==> src/rtl/nts_pkg.sv <==
// Shared constants, codes and word types of the nearest texel sampler.
package nts_pkg;

    localparam int STORE_BYTES = 262144;
    localparam int ADDR_W      = $clog2(STORE_BYTES);
    localparam int SUM_W       = 30;
    localparam int QUEUE_DEPTH = 4;
    localparam int QPTR_W      = $clog2(QUEUE_DEPTH);

    localparam int CFG_INDEX_W = 2;
    localparam int CFG_DATA_W  = 15;

    localparam logic CMD_WRITE  = 1'b0;
    localparam logic CMD_SAMPLE = 1'b1;

    localparam logic [CFG_INDEX_W-1:0] CFG_TEX_WIDTH  = 2'd0;
    localparam logic [CFG_INDEX_W-1:0] CFG_TEX_HEIGHT = 2'd1;
    localparam logic [CFG_INDEX_W-1:0] CFG_ROW_STRIDE = 2'd2;
    localparam logic [CFG_INDEX_W-1:0] CFG_COMPONENTS = 2'd3;

    localparam logic [12:0] TEX_WIDTH_RESET  = 13'd256;
    localparam logic [12:0] TEX_HEIGHT_RESET = 13'd256;
    localparam logic [14:0] ROW_STRIDE_RESET = 15'd1024;
    localparam logic [2:0]  COMPONENTS_RESET = 3'd4;

    typedef struct packed {
        logic               command;
        logic [17:0]        byte_addr;
        logic [7:0]         byte_value;
        logic signed [31:0] u_coord;
        logic signed [31:0] v_coord;
    } in_word_t;

    typedef struct packed {
        logic [7:0] red;
        logic [7:0] green;
        logic [7:0] blue;
        logic       address_fault;
    } out_word_t;

    typedef struct packed {
        logic [12:0] tex_width;
        logic [12:0] tex_height;
        logic [14:0] row_stride;
        logic [2:0]  components;
    } cfg_t;

    typedef struct packed {
        logic              is_write;
        logic              fault;
        logic              grey;
        logic [ADDR_W-1:0] addr;
        logic [7:0]        value;
    } task_t;

endpackage

==> src/rtl/nts_queue.sv <==
// Short FIFO of decoded tasks between the front and back parts.
module nts_queue import nts_pkg::*; (
    input  logic  aclk,
    input  logic  aresetn,
    input  logic  push,
    input  task_t push_task,
    output logic  full,
    output logic  head_valid,
    output task_t head_task,
    input  logic  pop
);

    task_t             entry_reg [QUEUE_DEPTH];
    logic [QPTR_W-1:0] wr_ptr_reg, rd_ptr_reg;
    logic [QPTR_W:0]   count_reg;

    assign full       = count_reg == (QPTR_W+1)'(QUEUE_DEPTH);
    assign head_valid = count_reg != '0;
    assign head_task  = entry_reg[rd_ptr_reg];

    always_ff @(posedge aclk) begin
        if (!aresetn) begin
            wr_ptr_reg <= '0;
            rd_ptr_reg <= '0;
            count_reg  <= '0;
        end else begin
            if (push) begin
                wr_ptr_reg <= wr_ptr_reg + 1'b1;
            end
            if (pop) begin
                rd_ptr_reg <= rd_ptr_reg + 1'b1;
            end
            if (push && !pop) begin
                count_reg <= count_reg + 1'b1;
            end else if (pop && !push) begin
                count_reg <= count_reg - 1'b1;
            end
        end
    end

    always_ff @(posedge aclk) begin
        if (push) begin
            entry_reg[wr_ptr_reg] <= push_task;
        end
    end

endmodule

==> config.mk <==
export PLATFORM = sky130hd
export DESIGN_NAME = nts_queue
export DESIGN_NICKNAME = d
export VERILOG_FILES = /design/src/rtl/nts_pkg.sv /design/src/rtl/nts_queue.sv
export SDC_FILE = /design/constraint.sdc
export NUM_CORES = 1
export LEC_CHECK = 0
export BUFFER_PORTS_ARGS = -buffer_cell sky130_fd_sc_hd__buf_2
export CAP_MARGIN = 20
export CORE_UTILIZATION = 40
export CTS_CLUSTER_SIZE = 8
export DETAILED_ROUTE_END_ITERATION = 8
export GPL_ROUTABILITY_DRIVEN = 1
export SETUP_SLACK_MARGIN = 0.05
export SLEW_MARGIN = 20
export SYNTH_ARGS = -nofsm -noshare
export SYNTH_HDL_FRONTEND = slang
export SYNTH_SLANG_ARGS = --single-unit
==> constraint.sdc <==
create_clock -name aclk -period 1.8 [get_ports aclk]
set_input_delay 0.09 -clock aclk [delete_from_list [all_inputs] [get_ports aclk]]
set_output_delay 0.09 -clock aclk [all_outputs]
set_load 0.01 [all_outputs]
### Yosys cells after proc, flatten, opt, wreduce, memory -nomap -nowiden

Memory sizes are Yosys's and may differ from the RTL's. A register that Yosys moved wholly into a read port is not among the register bits.
Cells that the tools add are included.

* bits in registers: 7
* latch bits: 0
* memory bits (writable): 116
* bits in read-only memories: 0
* bits of input ports: 33
* output and inout bits: 31
* memories: 1

* add/subtract/negate cells: 4
* multipliers: 0
* div/mod/pow operators: 0
* $lt $le $gt $ge: 0
* equality and inequality tests: 1
* shifts and indexed selects: 0
* muxes and demuxes: 6
* bitwise logic cells: 0
* reduce and logical (&&, ||, !) cells: 6

Memory list
* entry_reg: words 4, bits a word 29, rd ports 1, clocked after Yosys merged registers in 1, wr ports 1, line nts_queue.sv:13 `task_t entry_reg [QUEUE_DEPTH];`

Operators by type and width (number)
* $mux W3: 2
* $add A2 B1 Y2 const B: 2
* $mux W2: 2
* $add A3 B1 Y3 const B: 1
* $eq A3 B3 Y1 const B: 1
* $reduce_bool A3 Y1: 1
* $sub A3 B1 Y3 const B: 1
* $logic_and A1 B1 Y1: 2
* $logic_not A1 Y1: 2
* $mux W1: 2
* $reduce_bool A2 Y1: 1

### Longest topological paths before layout

* depth in word-level cells: 4
* mapped depth: 7
* mapped depth without buffers: 7

### Least setup slack after synthesis

Ideal clock, no wire load.

* kind: flip-flop to flip-flop
* from: reg wr_ptr_reg[0]
* to: mem entry_reg[2][0] (netlist bit), enable pin
* library setup time: 389 ps
* data arrival time: 1263 ps
* data required time: 1411 ps
* slack: 149 ps
* stages on the path, launching flop included: 4
* path buffers: 0
* cells stage by stage: dfxtp_1 inv_1 ha_1 and2_1

RTL lines
* from (decl): line nts_queue.sv:14 `logic [QPTR_W-1:0] wr_ptr_reg, rd_ptr_reg;`
* from (signal assigned): line nts_queue.sv:28 `wr_ptr_reg <= wr_ptr_reg + 1'b1;`
* to (decl): line nts_queue.sv:13

No word-level cell before the write port.

==> impl_metrics.py <==
metrics = {
    "run_status": {
        "status": "completed",
    },
    "layout": {
        "finish.utilization_pct": 55.3,
        "largest_reg_flops": 116,
        "diodes": 0,
        "final_cells": 458,
        "nets": 345,
        "syn_to_final_growth_pct": 32.1,
        "fillers": 842,
        "drive_gt1_share_pct": 41.8,
    },
    "floorplanning": {
        "ios": 64,
        "num_rows": 38,
        "die_x_um": 110,
        "coreArea_mm2": 0.0111,
        "die-area_mm2": 0.0120,
        "start_util_pct": 41.9,
        "dieHeight_um": 110,
    },
    "routing": {
        "drt_iter0_markers": 114,
        "routed-via-count": 2221,
        "drcViolationCount": 0,
        "ant_nets": 0,
        "routedWlPerCell_um": 17.2,
        "first_pass_iters": 4,
        "vias_per_cell": 4.85,
        "wirelength_um": 7890,
    },
    "sta": {
        "worst_pin_slew_ns": 0.813,
        "rsz0062_at_grt": "yes",
        "slew_headroom_pct": 45.8,
        "setup_violations": 0,
        "fin_crit_sh_pct": 96.7,
        "fin_crit_ns": 1.74,
        "slew_violations": 0,
        "fmax_mhz": 574,
        "finClkSkew_ns": 0.00550,
        "hold_viol": 0,
        "setup-tns-final_ns": 0,
    },
    "yosys": {
        "synthCells": 194,
        "synth_edf_count": 116,
        "synth_area_leaders": "edfxtp_1 75%, mux4_2 14%, dfxtp_1 3.9%",
        "yosysWarnings": 0,
        "syn_nets": 233,
        "synth_top_area_share_pct": 75.1,
        "async_reset_ff_share_pct": 0,
        "yosys-top-cells-count": "116 x edfxtp_1, 28 x mux4_2, 9 x and2_1, 9 x dfxtp_1, 5 x ha_1",
        "ys_seq_elements": 125,
        "synth.cell_area_mm2": 0.00464,
        "synth_cell_types": 22,
        "synth_seq_area_share_pct": 79.0,
        "synth_largest_area_cell": "edfxtp_1",
        "yosysMostFrequentCell": "edfxtp_1",
        "ys.flop_type": "edfxtp_1",
        "syn_avg_cell_area_um2": 23.9,
    },
    "place": {
        "dp_cells": 396,
        "portBuffers": 63,
        "dp_hpwl_um": 4460,
        "gp_congestion": 0.654,
    },
    "power_and_ir_drop": {
        "p_total_mw": 7.45,
        "powerDensity_mw_per_mm2": 1220,
        "vdd_drop_max_mv": 0.676,
        "p_leak_nw": 2.16,
    },
    "critical_path": {
        "crit_path_start_kind": "register",
        "cp_max_fo": 12,
        "worst-endpoint-arrival_ns": 1.65,
        "criticalPathCategory": "register to output port",
        "end_kind": "output port",
        "reg2reg_from": "wr_ptr_reg[0]$_SDFFE_PN0P_",
        "cp.required_ns": 1.71,
    },
    "global_routing": {
        "grt_pass1_vias": 2357,
        "track_usage_pct": 14.9,
        "overflow": 0,
        "grt_pass1_wl_um": 12400,
        "antenna_found_initial": 0,
        "grt_max_degree": 30,
    },
    "clock_network": {
        "cts_buffer_depth": 2,
        "root_buffer": "clkbuf_16",
        "cts_buffers": 17,
        "numClockSinks": 125,
        "cts_tree": "built",
        "path_clk_slew_ns": 0.05,
        "htree_levels": 4,
        "clk-insertion-delay-late_ns": 0.41,
    },
    "run": {
        "cap_violations": 0,
    },
    "hold_path": {
        "holdCritPathClass": "input port to register",
        "hold_start": "pop",
    },
}
-- logic make-up (layout without fill, tap and decap cells) --
| kind of cell | after synthesis | count (layout) | synth area share [%] |
|---|---|---|---|
| multiplexers | 31 | 31 | 14.6 |
| XOR/XNOR | 5 | 5 | 0.944 |
| adder cells (fa/ha/maj) | 6 | 6 | 1.78 |
| AO/OA/AOI/OAI | 2 | 2 | 0.270 |
| AND/OR/NAND/NOR | 15 | 15 | 2.00 |
| buffers and inverters | 10 | 134 | 1.46 |
| flip-flops | 125 | 125 | 79.0 |
-- placed cells by master, fill, tap and decap left out, types with 4 or more instances in the layout --
master         netlist  layout
edfxtp_1           116     116
buf_2                2      53
dlygate4sd3_1        0      30
mux4_2              28      29
clkbuf_16            0      17
buf_6                1      12
dfxtp_1              9       7
and2_1               9       5
ha_1                 5       5
clkinv_2             0       5
inv_1                4       4
buf_12               1       4
-- through the flow --
stage,worst slack (ns),cell area (um2),hold WS (ns)
after floorplan,0.149,4640,0.189
after global placement,0.162,5160,0.305
after detailed placement,0.126,5160,0.312
after CTS,0.0185,6070,0.0548
after global routing,-0.00912,6130,0.0635
final,0.0590,6130,0.0669
-- worst paths after layout --
path                                end  cells after the start  slack [ns]
max                        head_task[7]                      3        0.06
min                            register                      3        0.07
max reg2reg  entry_reg[1][17]$_DFFE_PP_                      2        0.18
min reg2reg   count_reg[2]$_SDFFE_PN0P_                      2        0.53
-- layout make-up --
type	count	area [um2]	share of cell area, %
sequential	125	3670	59.8
multi-input combinational	59	912	14.9
clock buffer	18	429	7.00
inverter	4	15.0	0.245
tap	140	175	2.86
timing repair buffer	99	781	12.7
clock inverter	13	150	2.45
-- per-layer routing --
metal  share of wire, %  vias to the layer above  track usage, %
met2                 49                       64            23.8
li1                   -                     1026               -
met4                1.6                        0            6.86
met1                 44                     1118            17.9
met3                5.6                       13            5.87
met5                  0                        -               0
-- worst max-delay path, stage by stage, from the launching register on --
cell     delay [ns]
dfxtp_4        0.39
buf_12         0.17
mux4_2         0.53
buf_6          0.14
-- report_power, final --
| group | switching [mW] | total (mW) | leakage, nW | internal, mW |
|---|---|---|---|---|
| logic | 0.343 | 0.750 | 0.736 | 0.408 |
| clock network | 1.17 | 3.32 | 0.279 | 2.15 |
| registers | 0.0513 | 3.39 | 1.14 | 3.34 |
| total | 1.56 | 7.45 | 2.16 | 5.89 |
-- timing repair --
item,4_1_cts,5_1_grt
hold buffers,30,0
setup endpoints to repair,25,84
gates resized for setup,3,13
endpoints found under the hold margin,125,0
buffers inserted,1,0
Note: power is estimated with default switching activity, not from simulation.
