`src/rtl/nts_pkg.sv`:
```
// Shared constants, codes and word types of the nearest texel sampler.
package nts_pkg;

    localparam int STORE_BYTES = 262144;
    localparam int ADDR_W      = $clog2(STORE_BYTES);
    localparam int SUM_W       = 30;
    localparam int QUEUE_DEPTH = 4;
    localparam int QPTR_W      = $clog2(QUEUE_DEPTH);

    localparam int CFG_INDEX_W = 2;
    localparam int CFG_DATA_W  = 15;

    localparam logic CMD_WRITE  = 1'b0;
    localparam logic CMD_SAMPLE = 1'b1;

    localparam logic [CFG_INDEX_W-1:0] CFG_TEX_WIDTH  = 2'd0;
    localparam logic [CFG_INDEX_W-1:0] CFG_TEX_HEIGHT = 2'd1;
    localparam logic [CFG_INDEX_W-1:0] CFG_ROW_STRIDE = 2'd2;
    localparam logic [CFG_INDEX_W-1:0] CFG_COMPONENTS = 2'd3;

    localparam logic [12:0] TEX_WIDTH_RESET  = 13'd256;
    localparam logic [12:0] TEX_HEIGHT_RESET = 13'd256;
    localparam logic [14:0] ROW_STRIDE_RESET = 15'd1024;
    localparam logic [2:0]  COMPONENTS_RESET = 3'd4;

    typedef struct packed {
        logic               command;
        logic [17:0]        byte_addr;
        logic [7:0]         byte_value;
        logic signed [31:0] u_coord;
        logic signed [31:0] v_coord;
    } in_word_t;

    typedef struct packed {
        logic [7:0] red;
        logic [7:0] green;
        logic [7:0] blue;
        logic       address_fault;
    } out_word_t;

    typedef struct packed {
        logic [12:0] tex_width;
        logic [12:0] tex_height;
        logic [14:0] row_stride;
        logic [2:0]  components;
    } cfg_t;

    typedef struct packed {
        logic              is_write;
        logic              fault;
        logic              grey;
        logic [ADDR_W-1:0] addr;
        logic [7:0]        value;
    } task_t;

endpackage

```
`src/rtl/nts_front.sv`:
```
// Front pipeline: accepts words, computes texel indices, byte address and fault.
module nts_front import nts_pkg::*; (
    input  logic     aclk,
    input  logic     aresetn,
    input  cfg_t     cfg,
    input  logic     s_valid,
    output logic     s_ready,
    input  in_word_t s_data,
    output logic     q_push,
    output task_t    q_task,
    input  logic     q_full
);

    typedef struct packed {
        logic        command;
        logic [17:0] byte_addr;
        logic [7:0]  byte_value;
        logic [12:0] x;
        logic [12:0] y;
    } idx_stage_t;

    typedef struct packed {
        logic        command;
        logic [17:0] byte_addr;
        logic [7:0]  byte_value;
        logic [27:0] row_prod;
        logic [15:0] col_prod;
        logic        grey;
    } prod_stage_t;

    function automatic logic [12:0] texel_index(input logic [31:0] raw,
                                                input logic [12:0] size);
        logic [12:0] n;
        logic [29:0] scaled;
        logic [13:0] idx;
        logic [13:0] top;
        n      = (size == 13'd0) ? 13'd1 : size;
        scaled = {14'd0, raw[15:0]} * {17'd0, n} + 30'h8000;
        idx    = scaled[29:16];
        top    = {1'b0, n - 13'd1};
        if (idx > top) begin
            idx = top;
        end
        if (raw[31]) begin
            idx = '0;
        end
        return idx[12:0];
    endfunction

    logic        en;
    logic        st1_valid_reg, st2_valid_reg, st3_valid_reg;
    in_word_t    st1_reg;
    idx_stage_t  st2_reg, st2_next;
    prod_stage_t st3_reg, st3_next;
    logic [SUM_W-1:0] addr_sum;
    logic [SUM_W-1:0] addr_last;

    assign en      = !st3_valid_reg || !q_full;
    assign s_ready = en;

    always_comb begin
        st2_next.command    = st1_reg.command;
        st2_next.byte_addr  = st1_reg.byte_addr;
        st2_next.byte_value = st1_reg.byte_value;
        st2_next.x          = texel_index(st1_reg.u_coord, cfg.tex_width);
        st2_next.y          = texel_index(st1_reg.v_coord, cfg.tex_height);
    end

    always_comb begin
        st3_next.command    = st2_reg.command;
        st3_next.byte_addr  = st2_reg.byte_addr;
        st3_next.byte_value = st2_reg.byte_value;
        st3_next.row_prod   = {13'd0, cfg.row_stride} * {15'd0, st2_reg.y};
        st3_next.col_prod   = {3'd0, st2_reg.x} * {13'd0, cfg.components};
        st3_next.grey       = cfg.components < 3'd3;
    end

    always_ff @(posedge aclk) begin
        if (!aresetn) begin
            st1_valid_reg <= 1'b0;
            st2_valid_reg <= 1'b0;
            st3_valid_reg <= 1'b0;
        end else if (en) begin
            st1_valid_reg <= s_valid;
            st2_valid_reg <= st1_valid_reg;
            st3_valid_reg <= st2_valid_reg;
        end
    end

    always_ff @(posedge aclk) begin
        if (en) begin
            st1_reg <= s_data;
            st2_reg <= st2_next;
            st3_reg <= st3_next;
        end
    end

    assign addr_sum  = SUM_W'(st3_reg.row_prod) + SUM_W'(st3_reg.col_prod);
    assign addr_last = addr_sum + (st3_reg.grey ? SUM_W'(0) : SUM_W'(2));

    always_comb begin
        q_task.value = st3_reg.byte_value;
        q_task.grey  = st3_reg.grey;
        if (st3_reg.command == CMD_WRITE) begin
            q_task.is_write = 1'b1;
            q_task.fault    = SUM_W'(st3_reg.byte_addr) >= SUM_W'(STORE_BYTES);
            q_task.addr     = ADDR_W'(st3_reg.byte_addr);
        end else begin
            q_task.is_write = 1'b0;
            q_task.fault    = addr_last >= SUM_W'(STORE_BYTES);
            q_task.addr     = addr_sum[ADDR_W-1:0];
        end
    end

    assign q_push = st3_valid_reg && !q_full;

endmodule

```
`config.mk`:
```
export PLATFORM = sky130hd
export DESIGN_NAME = nts_front
export DESIGN_NICKNAME = d
export VERILOG_FILES = /design/src/rtl/nts_pkg.sv /design/src/rtl/nts_front.sv
export SDC_FILE = /design/constraint.sdc
export NUM_CORES = 2
export LEC_CHECK = 0
export BUFFER_PORTS_ARGS = -buffer_cell sky130_fd_sc_hd__buf_2
export CORE_MARGIN = 2
export CORE_UTILIZATION = 30
export CTS_BUF_LIST = sky130_fd_sc_hd__clkbuf_4 sky130_fd_sc_hd__clkbuf_8
export DETAILED_ROUTE_END_ITERATION = 8
export GPL_ROUTABILITY_DRIVEN = 0
export SLEW_MARGIN = 20
export SYNTH_ARGS = -nofsm -noshare
export SYNTH_HDL_FRONTEND = slang
export SYNTH_SLANG_ARGS = --single-unit
```
`constraint.sdc`:
```
create_clock -name aclk -period 12.1 [get_ports aclk]
set_input_delay 3.025 -clock aclk [delete_from_list [all_inputs] [get_ports aclk]]
set_output_delay 3.025 -clock aclk [all_outputs]
set_load 0.03 [all_outputs]
```
### Word level (Yosys, flattened, before mapping)

Index checks and enable logic that the tools add are counted.

* add/sub/neg operators: 6
* multiply operators: 4
* $lt $le $gt $ge: 4
* mux-type cells: 7
* reductions and logical operators: 6

Operators with widths (number)
* $add A29 B16 Y30 const B: 2
* $mul A16 B13 Y29: 2
* $mux W13: 4
* $add A29 B2 Y30: 1
* $ge A30 B19 Y1 const B: 1
* $add A28 B16 Y29: 1
* $gt A14 B13 Y1: 2
* $mul A15 B13 Y28: 1
* $logic_not A13 Y1: 2
* $sub A13 B1 Y13 const B: 2
* $mux W18: 1
* $mul A13 B3 Y16: 1
* $mux W2: 2
* $lt A3 B2 Y1 const B: 1
* $logic_not A1 Y1: 2
* $logic_and A1 B1 Y1: 1
* $logic_or A1 B1 Y1: 1

* bits in registers: 219
* output and inout bits: 31
* word-level logic and storage cells: 46

### Depth between registers and ports, before layout

* depth after elaboration: 6
* depth in mapped cells: 35
* mapped depth without buffers: 33

### Worst setup path after synthesis

No wires, ideal clock.

* path kind: input port to flip-flop
* start point: input cfg[26] (netlist name)
* end point: register st2_reg[0] (netlist name) (data pin)
* arrival: 10.153 ns
* path slack: 1.808 ns
* stages: 30
* buffers on the path: 2
* path through: buf_2 -> or4_4 -> nor3_4 -> a31o_4 -> clkbuf_1 -> nand2_1 -> fa_1 -> inv_1 -> fa_1 -> fa_1 -> fa_1 -> ha_1 -> ha_1 -> nand4_1 -> or4_1 -> o31a_1 -> a31oi_4 -> a21o_4 -> a31oi_4 -> o21bai_1 -> a21oi_1 -> xnor2_1 -> ha_1 -> nand3_1 -> nor2_1 -> a21oi_1 -> a22o_1 -> nand2_4 -> mux2_2 -> nor2_1

* word-level cells in the longest chain between the ends: 6

Ends and longest elaborated chain
* from (decl): RTL line nts_front.sv:5 `input cfg_t cfg,`
* $logic_not A13 Y1: RTL line nts_front.sv:37 `n = (size == 13'd0) ? 13'd1 : size;`
* $mux W13 (*): RTL line nts_front.sv:37
* $mul A16 B13 Y29: RTL line nts_front.sv:38 `scaled = {14'd0, raw[15:0]} * {17'd0, n} + 30'h8000;`
* $add A29 B16 Y30: RTL line nts_front.sv:38
* $gt A14 B13 Y1: RTL line nts_front.sv:41 `if (idx > top) begin`
* $mux W13 (*): RTL line nts_front.sv:41
* to (signal assigned): RTL line nts_front.sv:93 `st2_reg <= st2_next;`
* to (decl): RTL line nts_front.sv:53 `idx_stage_t st2_reg, st2_next;`

Mark *: on every way between the ends. The rest lies on a longest branch, timed or not.
A chain may end at the register's enable or synchronous reset.

### Worst setup path in the final report

* start point: input cfg[36] (netlist name)
* end point: register st2_reg[22] (netlist name) (data pin)

The elaborated chain is that of the path after synthesis.

==> flow_metrics.tcl <==
set metrics [dict create \
    grt_usage 0.137 \
    relSlewSlack 0.281 \
    post_drt_wl_per_cell_um 15.2 \
    synthCells 2937 \
    portBuffers 139 \
    antenna_left 0 \
    crit_path_start_kind "primary input" \
    grt_setup_unrepaired "no" \
    clock-skew-final_ns 0.0360 \
    area_growth_pct 7.76 \
    cpPeakStageDelay_ns 0.90 \
    grt-ovfl-total 0 \
    arrival_ns 11.20 \
    cts_max_path_buffers 2 \
    die_h_um 314 \
    drv_slew 0 \
    hp-class "flip-flop to flip-flop" \
    holdBufCountCts 0 \
    grt_pass1_wl_mm 107 \
    grt_pass1_vias 20400 \
    hold_violations 0 \
    cp-end-kind "flip-flop" \
    largest_reg_flops 63 \
    cts_resized 0 \
    vias_per_cell 4.57 \
    ys_warn_count 0 \
    status "complete, no violations" \
    clkTransAtPathRegs_ns 0.12 \
    cts_sinks 189 \
    crit_fanout 16 \
    dieArea_sq_um 98600 \
    fmax_mhz 92.6 \
    vias 19500 \
    placementRows 113 \
    ys.flop_type "edfxtp_1" \
    synth_fp_nets 3866 \
    io_pins 170 \
    grt_max_degree 65 \
    route.detailed.drc 0 \
    hpwl_mm 50.8 \
    die_x_um 314 \
    yosysSeqAreaShare 0.196 \
    max_cap_viol_count 0 \
    drive_gt1_frac 0.0743 \
    worst-setup-path-type "primary input to flip-flop" \
    dr.pass1.iters 5 \
    netlist_area_sq_um 28800 \
    worstPathRequired_ns 12.49 \
    antenna_found_initial 8 \
    whs_ns 0.408 \
    clockRootBuffer "clkbuf_8" \
    final_nets 3903 \
    ys_ff_latch 189 \
    synthArstFlopShare 0 \
    tns_ns 0 \
    core_area_sq_um 95200 \
    synth_cell_type_count 73 \
    cp_slowest_cell "nor4_1" \
    htreeDepth 4 \
    final.period_utilization 0.893 \
    drt_iter0_markers 1046 \
    setup_viol 0 \
    worst_pin_slew_ns 1.07 \
    synth_area_per_cell_sq_um 9.82 \
    synth-edff-count 186 \
    cts_tree "done" \
    post_cts_buffers 0 \
    n_fill_cell 9775 \
    drt-total-wl_mm 64.5 \
    fin_crit_ns 10.80 \
    cts_buffers 17 \
    start_util 0.303 \
    clk_latency_ns 0.60 \
]
-- critical path: cells and delay by family --
kind / cells / cell delay, ns
adder cells (fa/ha/maj): 7 / 2.91
XOR/XNOR: 1 / 0.15
buffers and inverters: 5 / 0.50
AO/OA/AOI/OAI: 10 / 2.35
AND/OR/NAND/NOR: 10 / 2.25
-- cell families after synthesis --
| kind of cell | synth area share |
|---|---|
| AOI/OAI and AO/OA | 0.0596 |
| xor gates and xnor gates | 0.0303 |
| adders and majority gates | 0.464 |
| buffers and inverters | 0.0868 |
| DFF | 0.196 |
| muxes | 0.00616 |
| and+or+nand+nor | 0.158 |
-- synthesized netlist by cell type, drive strengths merged, types with 3 or more instances --
| cell | n | share of area |
|---|---|---|
| a211o | 4 | 0.0012 |
| a211oi | 23 | 0.0062 |
| a21boi | 8 | 0.0021 |
| a21o | 36 | 0.0096 |
| a21oi | 67 | 0.012 |
| a31o | 3 | 0.0012 |
| a31oi | 10 | 0.0032 |
| a41oi | 4 | 0.0012 |
| and2 | 267 | 0.058 |
| and3 | 7 | 0.0015 |
| and4 | 3 | 0.00091 |
| buf | 22 | 0.0046 |
| clkbuf | 113 | 0.015 |
| dfxtp | 3 | 0.0021 |
| edfxtp | 186 | 0.19 |
| fa | 464 | 0.32 |
| ha | 326 | 0.14 |
| inv | 518 | 0.067 |
| mux2 | 14 | 0.0055 |
| nand2 | 439 | 0.057 |
| nand2b | 16 | 0.0035 |
| nand3 | 26 | 0.0045 |
| nand4 | 15 | 0.0033 |
| nand4b | 5 | 0.0015 |
| nor2 | 99 | 0.013 |
| nor2b | 12 | 0.0026 |
| nor3 | 29 | 0.0054 |
| nor4 | 7 | 0.0015 |
| o2111ai | 3 | 0.0015 |
| o211a | 4 | 0.0014 |
| o211ai | 10 | 0.0026 |
| o21a | 13 | 0.0034 |
| o21ai | 34 | 0.0059 |
| o21bai | 4 | 0.0010 |
| o31a | 3 | 0.00091 |
| or2 | 7 | 0.0015 |
| or3 | 6 | 0.0013 |
| xnor2 | 64 | 0.020 |
| xor2 | 35 | 0.011 |
-- stage by stage --
stage                     std cells  utilization  setup WS [ns]  area [sq um]
after floorplan                2937            -           1.81         28800
after global placement         4220        0.322          0.769         30700
after detailed placement       4220        0.322          0.655         30700
after CTS                      4252        0.326           1.29         31100
after global routing           4254        0.326          0.664         31100
final                          4256        0.326           1.30         31100
-- worst paths after layout --
kind | from | to | slack (ns) | depth (start not counted)
max | cfg[36] | st2_reg[22]$_SDFFCE_PP0P_ | 1.30 | 33
min | st1_reg[82]$_DFFE_PP_ | st2_reg[44]$_DFFE_PP_ | 0.41 | 0
max reg2reg | st1_reg[37]$_DFFE_PP_ | st2_reg[22]$_SDFFCE_PP0P_ | 3.87 | 32
min reg2reg | st1_reg[82]$_DFFE_PP_ | st2_reg[44]$_DFFE_PP_ | 0.41 | 0
-- routing by layer --
layer	vias up	routed length [um]	track usage	part of all wire
met3	59	3520	0.0264	0.055
met2	396	29400	0.219	0.46
met5	-	46	0	0.00071
met4	8	962	0.0377	0.015
met1	9696	30600	0.190	0.47
li1	9297	-	-	-
-- area by class of cell --
type / count / area, sq um / area share
diodes: 4 / 10.0 / 0.000322
clock buffers: 19 / 249 / 0.00802
clock inverters: 13 / 144 / 0.00463
inverters: 518 / 1940 / 0.0626
multi-input cells: 2095 / 20700 / 0.666
flip-flops and latches: 189 / 5650 / 0.182
well taps: 1265 / 1580 / 0.0510
repair buffers: 153 / 801 / 0.0258
-- placed cells by master, fill, tap and decap left out, drive strengths merged, types with 5 or more instances in the layout --
master | synthesis | final
a21boi | 8 | 8
nand2b | 16 | 16
nor3 | 29 | 29
xor2 | 35 | 35
o21ai | 34 | 34
nor2 | 99 | 99
fa | 464 | 464
a21o | 36 | 36
nand4b | 5 | 5
or3 | 6 | 6
nand2 | 439 | 439
edfxtp | 186 | 186
ha | 326 | 326
o211ai | 10 | 10
inv | 518 | 525
or2 | 7 | 7
a21oi | 67 | 67
nor2b | 12 | 12
nor4 | 7 | 7
nand3 | 26 | 26
clkbuf | 113 | 19
a211oi | 23 | 23
xnor2 | 64 | 64
and2 | 267 | 267
a31oi | 10 | 10
and3 | 7 | 7
mux2 | 14 | 14
o21a | 13 | 13
clkinv | 0 | 6
buf | 22 | 153
nand4 | 15 | 15
Power is not shown: default switching activity piles up to over one toggle a cycle in this logic, so the estimate is an artifact.
